`src/pas_pkg.sv`:
```
// Shared types, widths and codes for the periodic advection stencil step.
package pas_pkg;

	// Field widths fixed by the grid format.
	localparam int SAMPLE_W = 16;
	localparam int IDX_W    = 12;
	localparam int CFG_W    = 16;
	localparam int CFG_IX_W = 2;

	// Default row capacity.
	localparam int DEF_MAX_POINTS = 4096;

	// Register reset values.
	localparam logic [CFG_W-1:0] COURANT_RST = 16'h8000;
	localparam logic [CFG_W-1:0] GAIN_RST    = 16'h1000;

	// Register indexes on the configuration port.
	localparam logic [CFG_IX_W-1:0] CFG_SCHEME  = 2'd0;
	localparam logic [CFG_IX_W-1:0] CFG_COURANT = 2'd1;
	localparam logic [CFG_IX_W-1:0] CFG_GAIN    = 2'd2;

	// Update schemes.
	typedef enum logic [1:0] {
		SCH_UPWIND  = 2'd0,
		SCH_FTCS    = 2'd1,
		SCH_LF      = 2'd2,
		SCH_BURGERS = 2'd3
	} scheme_t;

	// Sequencer states.
	typedef enum logic [2:0] {
		ST_IDLE,
		ST_MUL1,
		ST_MUL2,
		ST_SUM,
		ST_EMIT
	} state_t;

	// Which grid point of the current sample is being updated.
	typedef enum logic [1:0] {
		JOB_MID,
		JOB_END,
		JOB_WRAP
	} job_t;

endpackage

```
`src/pas_if.sv`:
```
// Valid/ready stream interfaces for grid samples in and updated points out.
interface pas_in_if;
	import pas_pkg::*;

	logic                       valid;
	logic                       ready;
	logic signed [SAMPLE_W-1:0] sample_in;
	logic                       last_in;

	modport source (output valid, output sample_in, output last_in, input ready);
	modport sink (input valid, input sample_in, input last_in, output ready);
endinterface

interface pas_out_if;
	import pas_pkg::*;

	logic                       valid;
	logic                       ready;
	logic signed [SAMPLE_W-1:0] sample_out;
	logic [IDX_W-1:0]           point_index;
	logic                       last_out;

	modport source (output valid, output sample_out, output point_index, output last_out,
		input ready);
	modport sink (input valid, input sample_out, input point_index, input last_out,
		output ready);
endinterface

```
`src/periodic_advection_stencil_step_top.sv`:
```
// Periodic 1-D advection stencil step with one shared multiplier and a small sequencer.
//
//   channel  dir  payload                                 transfer when
//   in_ch    in   sample_in, last_in                      valid & ready
//   out_ch   out  sample_out, point_index, last_out       valid & ready
//   cfg      in   cfg_index, cfg_data                     cfg_we
//
// A sample that completes no point is taken in and leaves the sequencer idle. Each point
// passes through multiply, round and emit, with a second multiply in Burgers mode, where
// the shared multiplier is used twice in a row; an idle state follows the last point of a
// sample. A typical sample completes one point, and a final sample up to three. arst_n
// clears the sequencer, the row state and the registers. The emit step waits while the
// output register still holds a result that is not being taken.
module periodic_advection_stencil_step_top #(
	parameter int MAX_POINTS = pas_pkg::DEF_MAX_POINTS
) (
	input  logic                          clk,
	input  logic                          arst_n,
	pas_in_if.sink                        in_ch,
	pas_out_if.source                     out_ch,
	input  logic                          cfg_we,
	input  logic [pas_pkg::CFG_IX_W-1:0]  cfg_index,
	input  logic [pas_pkg::CFG_W-1:0]     cfg_data
);
	import pas_pkg::*;

	localparam int CW   = $clog2(MAX_POINTS);
	localparam int PA_W = 34;
	localparam int PB_W = 18;
	localparam int PW   = PA_W + PB_W;
	localparam int RW   = 38;
	localparam int VW   = RW + 1;

	state_t state_q, state_d;
	job_t   job_q;

	scheme_t           scheme_q;
	logic [CFG_W-1:0]  courant_q;
	logic [CFG_W-1:0]  gain_q;

	logic signed [SAMPLE_W-1:0] first_q, second_q, prev_q, older_q, x_q;
	logic [CW-1:0]              count_q, k_q;
	logic                       last_q;

	logic signed [PW-1:0] prod_q;
	logic signed [RW-1:0] rnd_q;

	logic                       ovalid_q;
	logic signed [SAMPLE_W-1:0] osample_q;
	logic [IDX_W-1:0]           oindex_q;
	logic                       olast_q;

	logic in_fire, last_now, has_job, out_free, more_jobs, finish;
	logic in_ready, mul_en, sum_en, emit_go;

	// Input handshake and job decisions for the sample on offer.
	assign in_fire  = in_ch.valid && in_ready;
	assign last_now = in_ch.last_in || (count_q == CW'(MAX_POINTS - 1));
	assign has_job  = (count_q >= CW'(2)) || last_now;
	assign out_free = !ovalid_q || out_ch.ready;

	always_comb begin
		case (job_q)
			JOB_MID: more_jobs = last_q;
			JOB_END: more_jobs = (k_q != '0);
			default: more_jobs = 1'b0;
		endcase
	end

	assign finish = (in_fire && !has_job) || (emit_go && !more_jobs);

	// Next state.
	always_comb begin
		state_d = state_q;
		unique case (state_q)
			ST_IDLE: begin
				if (in_fire && has_job) state_d = ST_MUL1;
			end
			ST_MUL1: state_d = (scheme_q == SCH_BURGERS) ? ST_MUL2 : ST_SUM;
			ST_MUL2: state_d = ST_SUM;
			ST_SUM:  state_d = ST_EMIT;
			ST_EMIT: begin
				if (out_free) state_d = more_jobs ? ST_MUL1 : ST_IDLE;
			end
			default: state_d = ST_IDLE;
		endcase
	end

	// Sequencer outputs.
	always_comb begin
		in_ready = 1'b0;
		mul_en   = 1'b0;
		sum_en   = 1'b0;
		emit_go  = 1'b0;
		unique case (state_q)
			ST_IDLE: in_ready = 1'b1;
			ST_MUL1: mul_en = 1'b1;
			ST_MUL2: mul_en = 1'b1;
			ST_SUM:  sum_en = 1'b1;
			ST_EMIT: emit_go = out_free;
			default: in_ready = 1'b0;
		endcase
	end

	assign in_ch.ready = in_ready;

	always_ff @(posedge clk or negedge arst_n) begin
		if (!arst_n) begin
			state_q <= ST_IDLE;
		end else begin
			state_q <= state_d;
		end
	end

	// Configuration registers.
	always_ff @(posedge clk or negedge arst_n) begin
		if (!arst_n) begin
			scheme_q  <= SCH_UPWIND;
			courant_q <= COURANT_RST;
			gain_q    <= GAIN_RST;
		end else if (cfg_we) begin
			unique case (cfg_index)
				CFG_SCHEME:  scheme_q  <= scheme_t'(cfg_data[1:0]);
				CFG_COURANT: courant_q <= cfg_data;
				CFG_GAIN:    gain_q    <= cfg_data;
				default:     scheme_q  <= scheme_q;
			endcase
		end
	end

	// Row state. The window moves on only once every point of a sample has been emitted.
	always_ff @(posedge clk or negedge arst_n) begin
		if (!arst_n) begin
			first_q  <= '0;
			second_q <= '0;
			prev_q   <= '0;
			older_q  <= '0;
			x_q      <= '0;
			count_q  <= '0;
			k_q      <= '0;
			last_q   <= 1'b0;
			job_q    <= JOB_MID;
		end else begin
			if (in_fire) begin
				x_q     <= in_ch.sample_in;
				k_q     <= count_q;
				last_q  <= last_now;
				job_q   <= (count_q >= CW'(2)) ? JOB_MID : JOB_END;
				count_q <= last_now ? '0 : count_q + CW'(1);
				if (count_q == CW'(0)) first_q  <= in_ch.sample_in;
				if (count_q == CW'(1)) second_q <= in_ch.sample_in;
			end else if (emit_go && more_jobs) begin
				job_q <= (job_q == JOB_MID) ? JOB_END : JOB_WRAP;
			end
			if (finish) begin
				older_q <= prev_q;
				prev_q  <= in_fire ? in_ch.sample_in : x_q;
			end
		end
	end

	// Stencil operands and position of the point in work.
	logic signed [SAMPLE_W-1:0] op_l, op_m, op_r;
	logic [CW-1:0]              idx_k;
	logic                       idx_last;

	always_comb begin
		op_l     = x_q;
		op_m     = x_q;
		op_r     = x_q;
		idx_k    = '0;
		idx_last = 1'b0;
		case (job_q)
			JOB_MID: begin
				op_l  = older_q;
				op_m  = prev_q;
				op_r  = x_q;
				idx_k = k_q - CW'(1);
			end
			JOB_END: begin
				idx_k = k_q;
				if (k_q == '0) begin
					idx_last = 1'b1;
				end else begin
					op_l = prev_q;
					op_m = x_q;
					op_r = first_q;
				end
			end
			default: begin
				op_l     = x_q;
				op_m     = first_q;
				op_r     = second_q;
				idx_last = 1'b1;
			end
		endcase
	end

	logic signed [SAMPLE_W:0] lr_sum, lr_diff, lm_diff, rl_diff;
	assign lr_sum  = {op_l[SAMPLE_W-1], op_l} + {op_r[SAMPLE_W-1], op_r};
	assign lr_diff = {op_l[SAMPLE_W-1], op_l} - {op_r[SAMPLE_W-1], op_r};
	assign lm_diff = {op_l[SAMPLE_W-1], op_l} - {op_m[SAMPLE_W-1], op_m};
	assign rl_diff = {op_r[SAMPLE_W-1], op_r} - {op_l[SAMPLE_W-1], op_l};

	// Shared multiplier: Courant times a difference, or the two Burgers products.
	logic signed [PA_W-1:0] mul_a;
	logic signed [PB_W-1:0] mul_b;
	logic signed [SAMPLE_W:0] mul_b17;

	always_comb begin
		case (scheme_q)
			SCH_UPWIND: mul_b17 = lm_diff;
			SCH_FTCS:   mul_b17 = rl_diff;
			SCH_LF:     mul_b17 = lr_diff;
			default:    mul_b17 = lr_sum;
		endcase
		if (state_q == ST_MUL2) begin
			mul_a = prod_q[PA_W-1:0];
			mul_b = {lr_diff[SAMPLE_W], lr_diff};
		end else begin
			mul_a = (scheme_q == SCH_BURGERS) ? {(PA_W-CFG_W)'(0), gain_q}
				: {(PA_W-CFG_W)'(0), courant_q};
			mul_b = {mul_b17[SAMPLE_W], mul_b17};
		end
	end

	always_ff @(posedge clk) begin
		if (mul_en) prod_q <= mul_a * mul_b;
	end

	// Add the scheme's base term and half an LSB, then shift down with floor.
	logic signed [PW-1:0] base_w, half_w, acc_w, shr_w;
	logic signed [PW-1:0] m_ext, lr_ext;

	assign m_ext  = PW'(op_m);
	assign lr_ext = PW'(lr_sum);

	always_comb begin
		case (scheme_q)
			SCH_UPWIND: begin
				base_w = m_ext <<< 16;
				half_w = PW'(1) <<< 15;
			end
			SCH_FTCS: begin
				base_w = '0;
				half_w = PW'(1) <<< 16;
			end
			SCH_LF: begin
				base_w = lr_ext <<< 16;
				half_w = PW'(1) <<< 16;
			end
			default: begin
				base_w = lr_ext <<< 25;
				half_w = PW'(1) <<< 25;
			end
		endcase
		acc_w = base_w + prod_q + half_w;
		case (scheme_q)
			SCH_UPWIND: shr_w = acc_w >>> 16;
			SCH_FTCS:   shr_w = acc_w >>> 17;
			SCH_LF:     shr_w = acc_w >>> 17;
			default:    shr_w = acc_w >>> 26;
		endcase
	end

	always_ff @(posedge clk) begin
		if (sum_en) rnd_q <= shr_w[RW-1:0];
	end

	// FTCS subtracts the rounded correction from the centre; then saturate.
	logic signed [VW-1:0]       val_w;
	logic signed [SAMPLE_W-1:0] sat_w;

	always_comb begin
		if (scheme_q == SCH_FTCS) val_w = VW'(op_m) - VW'(rnd_q);
		else val_w = VW'(rnd_q);
		if (val_w > VW'(32767)) sat_w = 16'sh7FFF;
		else if (val_w < -VW'(32768)) sat_w = -16'sh8000;
		else sat_w = val_w[SAMPLE_W-1:0];
	end

	// Output register. The position keeps its low bits only.
	logic [IDX_W+CW-1:0] idx_ext;
	assign idx_ext = {(IDX_W)'(0), idx_k};

	always_ff @(posedge clk or negedge arst_n) begin
		if (!arst_n) begin
			ovalid_q <= 1'b0;
		end else if (emit_go) begin
			ovalid_q <= 1'b1;
		end else if (out_ch.ready) begin
			ovalid_q <= 1'b0;
		end
	end

	always_ff @(posedge clk) begin
		if (emit_go) begin
			osample_q <= sat_w;
			oindex_q  <= idx_ext[IDX_W-1:0];
			olast_q   <= idx_last;
		end
	end

	assign out_ch.valid       = ovalid_q;
	assign out_ch.sample_out  = osample_q;
	assign out_ch.point_index = oindex_q;
	assign out_ch.last_out    = olast_q;

	// A sample that completes no point leaves the sequencer idle.
	a_no_job_idle: assert property (@(posedge clk) disable iff (!arst_n)
		in_fire && !has_job |=> state_q == ST_IDLE)
		else $error("sequencer left idle on a sample with no point");

	// The second multiply belongs to Burgers mode only.
	a_mul2_burgers: assert property (@(posedge clk) disable iff (!arst_n)
		state_q == ST_MUL2 |-> scheme_q == SCH_BURGERS)
		else $error("second multiply outside Burgers mode");

	// Loading the row's final point ends the work on that sample.
	a_last_ends: assert property (@(posedge clk) disable iff (!arst_n)
		emit_go && idx_last |=> state_q == ST_IDLE)
		else $error("work continued after the row's final point");

	// A final sample restarts the row count.
	a_row_restart: assert property (@(posedge clk) disable iff (!arst_n)
		in_fire && last_now |=> count_q == '0)
		else $error("row count not cleared after final sample");

	// Emitting never overwrites a result that has not been taken.
	a_no_overwrite: assert property (@(posedge clk) disable iff (!arst_n)
		emit_go |-> !ovalid_q || out_ch.ready)
		else $error("output register overwritten before transfer");

endmodule

```
`src/flat_wrapper.sv`:
```
// flat-port wrapper written by rule: the top's interface ports become plain ports
module periodic_advection_stencil_step_top_flat import pas_pkg::*;
#(
	parameter int MAX_POINTS = pas_pkg::DEF_MAX_POINTS
)
  (clk, arst_n, cfg_we, cfg_index, cfg_data, in_ch_valid, in_ch_sample_in, in_ch_last_in, in_ch_ready, out_ch_valid, out_ch_sample_out, out_ch_point_index, out_ch_last_out, out_ch_ready);
  pas_in_if in_ch_i ();
  pas_out_if out_ch_i ();
  input  logic clk;
  input  logic arst_n;
  input  logic cfg_we;
  input  logic [pas_pkg::CFG_IX_W-1:0] cfg_index;
  input  logic [pas_pkg::CFG_W-1:0] cfg_data;
  input wire logic [$bits(in_ch_i.valid)-1:0] in_ch_valid;
  input wire logic [$bits(in_ch_i.sample_in)-1:0] in_ch_sample_in;
  input wire logic [$bits(in_ch_i.last_in)-1:0] in_ch_last_in;
  output wire logic [$bits(in_ch_i.ready)-1:0] in_ch_ready;
  output wire logic [$bits(out_ch_i.valid)-1:0] out_ch_valid;
  output wire logic [$bits(out_ch_i.sample_out)-1:0] out_ch_sample_out;
  output wire logic [$bits(out_ch_i.point_index)-1:0] out_ch_point_index;
  output wire logic [$bits(out_ch_i.last_out)-1:0] out_ch_last_out;
  input wire logic [$bits(out_ch_i.ready)-1:0] out_ch_ready;
  assign in_ch_i.valid = in_ch_valid;
  assign in_ch_i.sample_in = in_ch_sample_in;
  assign in_ch_i.last_in = in_ch_last_in;
  assign in_ch_ready = in_ch_i.ready;
  assign out_ch_valid = out_ch_i.valid;
  assign out_ch_sample_out = out_ch_i.sample_out;
  assign out_ch_point_index = out_ch_i.point_index;
  assign out_ch_last_out = out_ch_i.last_out;
  assign out_ch_i.ready = out_ch_ready;
  periodic_advection_stencil_step_top #(.MAX_POINTS(MAX_POINTS)) u_core (.clk(clk), .arst_n(arst_n), .in_ch(in_ch_i), .out_ch(out_ch_i), .cfg_we(cfg_we), .cfg_index(cfg_index), .cfg_data(cfg_data));
endmodule
```
`config.mk`:
```
export PLATFORM = sky130hd
export DESIGN_NAME = periodic_advection_stencil_step_top_flat
export DESIGN_NICKNAME = d
export VERILOG_FILES = /design/src/pas_pkg.sv /design/src/pas_if.sv /design/src/periodic_advection_stencil_step_top.sv /design/src/flat_wrapper.sv
export SDC_FILE = /design/constraint.sdc
export NUM_CORES = 2
export LEC_CHECK = 0
export ABC_CLOCK_PERIOD_IN_PS = 15900
export BUFFER_PORTS_ARGS = -buffer_cell sky130_fd_sc_hd__buf_2
export CORE_MARGIN = 5
export CORE_UTILIZATION = 45
export DETAILED_ROUTE_END_ITERATION = 12
export SLEW_MARGIN = 20
export SYNTH_ARGS = -nofsm -noshare
export SYNTH_HDL_FRONTEND = slang
export SYNTH_SLANG_ARGS = --single-unit
```
`constraint.sdc`:
```
create_clock -name clk -period 15.9 [get_ports clk]
set_clock_uncertainty 0.05 [all_clocks]
set_input_delay 1.59 -clock clk [delete_from_list [all_inputs] [get_ports clk]]
set_output_delay 1.59 -clock clk [all_outputs]
set_load 0.02 [all_outputs]
```
### Word-level counts from Yosys, hierarchy flattened

Index checks and enable logic that the tools add are counted.

| cells by class | value |
|---|---|
| shift-type cells | 0 |
| divide/modulo/power cells | 0 |
| magnitude comparators | 3 |
| reductions and logical operators | 29 |
| bitwise gates (word level) | 0 |
| multipliers | 1 |
| eq/ne operators | 14 |
| add/subtract/negate cells | 9 |
| multiplexer cells | 35 |

Operator list:

| kind | count |
|---|---|
| $pmux W52 S3 | 1 |
| $pmux W16 S2 | 3 |
| $mux W16 | 5 |
| $pmux W35 S2 | 1 |
| $add A52 B27 Y52 | 1 |
| $add A52 B52 Y52 | 1 |
| $mul A34 B18 Y52 | 1 |
| $pmux W26 S2 | 1 |
| $pmux W17 S3 | 1 |
| $sub A16 B16 Y17 | 3 |
| $gt A39 B16 Y1 const B | 1 |
| $lt A39 B16 Y1 const B | 1 |
| $mux W39 | 1 |
| $sub A16 B36 Y37 | 1 |
| $mux W34 | 1 |
| $logic_not A12 Y1 | 2 |
| $pmux W12 S2 | 1 |
| $mux W18 | 1 |
| $add A16 B16 Y17 | 1 |
| $pmux W3 S5 | 1 |
| $add A12 B1 Y12 const B | 1 |
| $eq A12 B1 Y1 const B | 1 |
| $eq A12 B12 Y1 const B | 1 |
| $ge A12 B2 Y1 const B | 1 |
| other kinds (21) | 58 |

| word-level totals | value |
|---|---|
| bits in registers | 262 |
| bits of input ports | 40 |
| latch bits | 0 |
| word-level logic and storage cells | 110 |
| RAM bits | 0 |
| output and inout port bits | 31 |
| memory bits (read-only) | 0 |
| memories | 0 |

### Logic depth before layout (Yosys ltp)

| logic depth | value |
|---|---|
| word-level depth | 8 |
| gate-level depth with buffers | 46 |
| mapped depth without buffers | 43 |

### Worst setup path before layout

OpenSTA, ideal clock, no wires.

| timing | value |
|---|---|
| path type | reg-to-reg |
| from | register u_core.k_q[4] |
| to | register u_core.prod_q[51], data pin |
| setup slack | 4.774 ns |
| path buffers | 3 |
| required time | 15.589 ns |
| library setup time | 0.261 ns |
| stages on the path, launching flop included | 42 |
| period minus slack after synthesis | 11.126 ns |
| arrival | 10.815 ns |
| cell sequence | dfrtp_1 > or4_1 > nor4_2 > nand2b_1 > nor4_1 > nor2b_1 > buf_2 > buf_1 > mux2i_1 > o21ai_0 > ha_1 > nor2b_1 > o21a_1 > o21a_1 > o21ai_0 > a211o_1 > nand2_1 > xnor2_1 > [6 not listed] > fa_1 > fa_1 > fa_1 > fa_1 > inv_1 > fa_1 > inv_1 > ha_1 > a21o_1 > a21o_1 > a21o_1 > a221oi_1 > nand3b_1 > o21ai_0 > o41ai_1 > a221oi_1 > o211ai_1 > xnor2_1 |

| on the way | value |
|---|---|
| cells in the longest elaborated chain, start to end | 7 |
| elaborated cells on any way between the ends | 12 |
| those cells by class | 4 x add/sub; 1 x mul; 6 x mux; 1 x reduce/logical |

RTL lines:

| item | RTL line | RTL |
|---|---|---|
| start: declaration | periodic_advection_stencil_step_top.sv:42 | `logic [CW-1:0] count_q, k_q;` |
| start signal: assignment | periodic_advection_stencil_step_top.sv:146 | `k_q <= count_q;` |
| $logic_not A12 Y1 (*) | periodic_advection_stencil_step_top.sv:182 | `if (k_q == '0) begin` |
| $mux W16 | periodic_advection_stencil_step_top.sv:182 |  |
| $pmux W16 S2 | periodic_advection_stencil_step_top.sv:173 | `case (job_q)` |
| $add A16 B16 Y17, or another cell as far along | periodic_advection_stencil_step_top.sv:200 | `assign lr_sum = {op_l[SAMPLE_W-1], op_l} + {op_r[SAMPLE_W-1], op_r};` |
| $pmux W17 S3 | periodic_advection_stencil_step_top.sv:211 | `case (scheme_q)` |
| $mux W18 (*) | periodic_advection_stencil_step_top.sv:217 | `if (state_q == ST_MUL2) begin` |
| $mul A34 B18 Y52 (*) | periodic_advection_stencil_step_top.sv:228 | `if (mul_en) prod_q <= mul_a * mul_b;` |
| end signal: assignment | periodic_advection_stencil_step_top.sv:228 |  |
| end: declaration | periodic_advection_stencil_step_top.sv:45 | `logic signed [PW-1:0] prod_q;` |

Mark *: on every way between the ends. The rest lies on a longest branch, timed or not.
A chain may end at the register's enable or synchronous reset.

### Worst setup path after layout

| timing | value |
|---|---|
| from | register u_core.k_q[4] |
| to | register u_core.prod_q[47], data pin |

Same word-level chain as after synthesis.

==> impl_metrics.tcl <==
set metrics [dict create \
    syn_area_um2 42280 \
    grt_pass1_wl_um 195600 \
    r2r_start "u_core.k_q[4]" \
    tightest_slew_ps 1128 \
    layout.nets 5716 \
    gr-usage-all-layers 0.2481 \
    path_buf_inv 8 \
    async_reset_ff_frac 0.5534 \
    max_freq_ghz 0.07388 \
    clk_pin_slew_ps 60 \
    netlist_instances 4836 \
    grt_pass1_vias 34010 \
    layout_common_cells "846 x inv_1, 681 x nand2_1, 593 x fa_1" \
    wl_per_cell_um 20.46 \
    critPathTopFamily "compound AO/OA/AOI/OAI gates" \
    max_stage_delay_ps 770 \
    finalMaxSlewViolations 0 \
    die_h_um 316.5 \
    hold_buffers 0 \
    cp-end-kind "flip-flop" \
    hp-start "u_core.older_q[4]" \
    start_kind "flip-flop" \
    cts_buffer_depth 3 \
    layout.cells.most_common "inv_1" \
    cts_tree "done" \
    area_delta_synth_final_pct 6.652 \
    drc_errors 0 \
    cts.sinks 262 \
    cts_resized 0 \
    finalCritPeriodShare 0.8513 \
    viasPerCell 5.572 \
    drt_wl_total_um 124000 \
    insertion_delay_ps 630 \
    detail-route-antenna-nets 0 \
    drt_iter0_markers 3056 \
    cts_setup_buffers 0 \
    grt.overflow.total 0 \
    grt_max_degree 88 \
    cts_root_buf "clkbuf_16" \
    synth_area_leaders "fa_1 28%, ha_1 8.9%, dfrtp_1 8.5%" \
    hold_path.class "flip-flop to flip-flop" \
    yosysTopAreaCell "fa_1" \
    relSlewSlack 0.2435 \
    avgSynthCellArea_um2 8.743 \
    finalSetupViolations 0 \
    status "finished clean" \
    start_util 0.4530 \
    rsz0062_at_grt "false" \
    criticalPathCategory "flip-flop to flip-flop" \
    finalCriticalPeriod_ps 13540 \
    io_buffers 70 \
    h-tree-depth 1 \
    core_um2 93330 \
    synth_edf_count 117 \
    startpoint "u_core.k_q[4]" \
    synth.distinct_cells 109 \
    yosysTopAreaCellShare 0.2808 \
    die_area_um2 100200 \
    vias 33770 \
    ys_ff_latch 262 \
    synth_flop_cell "dfrtp_1" \
    layout-drive-gt1-share 0.07721 \
    drv_cap 0 \
    chipWidth_um 316.5 \
    antenna_found_initial 2 \
    setup_tns_ps 0 \
    pin_count 71 \
    yosys_warnings 0 \
    hold_viol 0 \
    cp_data_required_time_ps 16200 \
    first_pass_iters 8 \
    numCtsBuffers 30 \
    place_congestion 0.9665 \
    crit_fanout 34 \
    worstPathArrival_ps 13840 \
    cp_slowest_cell "nor4_1" \
    syn_nets 5771 \
    rows 112 \
    ys_seq_area_frac 0.1690 \
    post-dp-hpwl_um 98270 \
]
## registers in the layout, indices dropped and copies added, names as in the netlist
| name | count |
|---|---|
| u_core.scheme_q | 2 |
| u_core.rnd_q | 36 |
| u_core.x_q | 16 |
| u_core.count_q | 12 |
| u_core.out_ch.sample_out | 16 |
| u_core.out_ch.last_out | 1 |
| u_core.prod_q | 52 |
| u_core.gain_q | 16 |
| u_core.state_q | 3 |
| u_core.prev_q | 16 |
| u_core.out_ch.point_index | 12 |
| u_core.k_q | 12 |
| u_core.last_q | 1 |
| u_core.older_q | 16 |
| u_core.first_q | 16 |
| u_core.out_ch.valid | 1 |
| u_core.job_q | 2 |
| u_core.courant_q | 16 |
| u_core.second_q | 16 |
## cell usage after synthesis (all sizes together), types with 28 or more instances
| cell | n |
|---|---|
| clkbuf | 179 |
| a221oi | 30 |
| mux2 | 96 |
| xor2 | 40 |
| a211oi | 33 |
| ha | 302 |
| or3 | 28 |
| dfrtp | 143 |
| and2 | 74 |
| xnor2 | 110 |
| fa | 593 |
| nand3 | 69 |
| nor2 | 268 |
| nand2b | 42 |
| mux2i | 55 |
| o21a | 31 |
| o21ai | 205 |
| buf | 41 |
| inv | 847 |
| nand2 | 682 |
| nor3 | 63 |
| and3 | 31 |
| nor2b | 30 |
| a21o | 95 |
| a21oi | 267 |
| edfxtp | 117 |
## metal layers
layer / GRT usage / vias up / part of all wire
met1: 0.3567 / 16730 / 0.45
met5: 0 / - / 0.000089
met4: 0.08029 / 2 / 0.038
li1: - / 15670 / -
met3: 0.04320 / 214 / 0.076
met2: 0.3838 / 1152 / 0.44
## cell type report
class,instances,area (um^2)
Clock buffer,38,853.3
Antenna cell,1,2.502
Multi-Input combinational cell,3504,31230
Sequential cell,262,7147
Inverter,850,3191
Clock inverter,18,247.7
Fill cell,9153,48240
Tap cell,1254,1569
Timing Repair Buffer,133,849.6
## worst reg2reg max path, delay by kind of cell, from the launching register on
| kind | cells | cell delay, ps |
|---|---|---|
| compound gates | 18 | 5390 |
| fa+ha+maj | 8 | 3740 |
| simple gates | 7 | 2350 |
| buf+inv | 8 | 1170 |
| flops | 1 | 430 |
| xor+xnor | 1 | 120 |
## logic make-up after synthesis
| logic type | Yosys count | synth area share |
|---|---|---|
| AND/OR/NAND/NOR | 1380 | 0.1487 |
| buffers and inverters | 1070 | 0.09668 |
| AO/OA/AOI/OAI | 928 | 0.1458 |
| adder cells (fa/ha/maj) | 895 | 0.3701 |
| flip-flops | 262 | 0.1690 |
| multiplexers | 151 | 0.03859 |
| XOR/XNOR | 150 | 0.03107 |
## final timing paths
kind                                      to  cells after the start  slack (ps)
max reg2reg                u_core.prod_q[47]                     42        2360
min                        u_core.older_q[4]                      1         450
max in group asynchronous    u_core.job_q[0]                      2       13430
min in group asynchronous      u_core.x_q[2]                      1         930
max                        u_core.prod_q[47]                     42        2360
min reg2reg                u_core.older_q[4]                      1         450
## through the flow
step	hold slack, ps	utilization	instance area, um^2	cells	worst slack, ps
final	452.1	0.4832	45090	6060	2365
after floorplan	422.6	-	42280	4836	4774
after CTS	452.2	0.4828	45060	6058	2341
after detailed placement	437.8	0.4710	43960	6002	2428
after global placement	431.3	0.4710	43960	6002	2647
after global routing	467.4	0.4832	45090	6060	1687
Power is not shown: default switching activity piles up to over one toggle a cycle in this logic, so the estimate is an artifact.
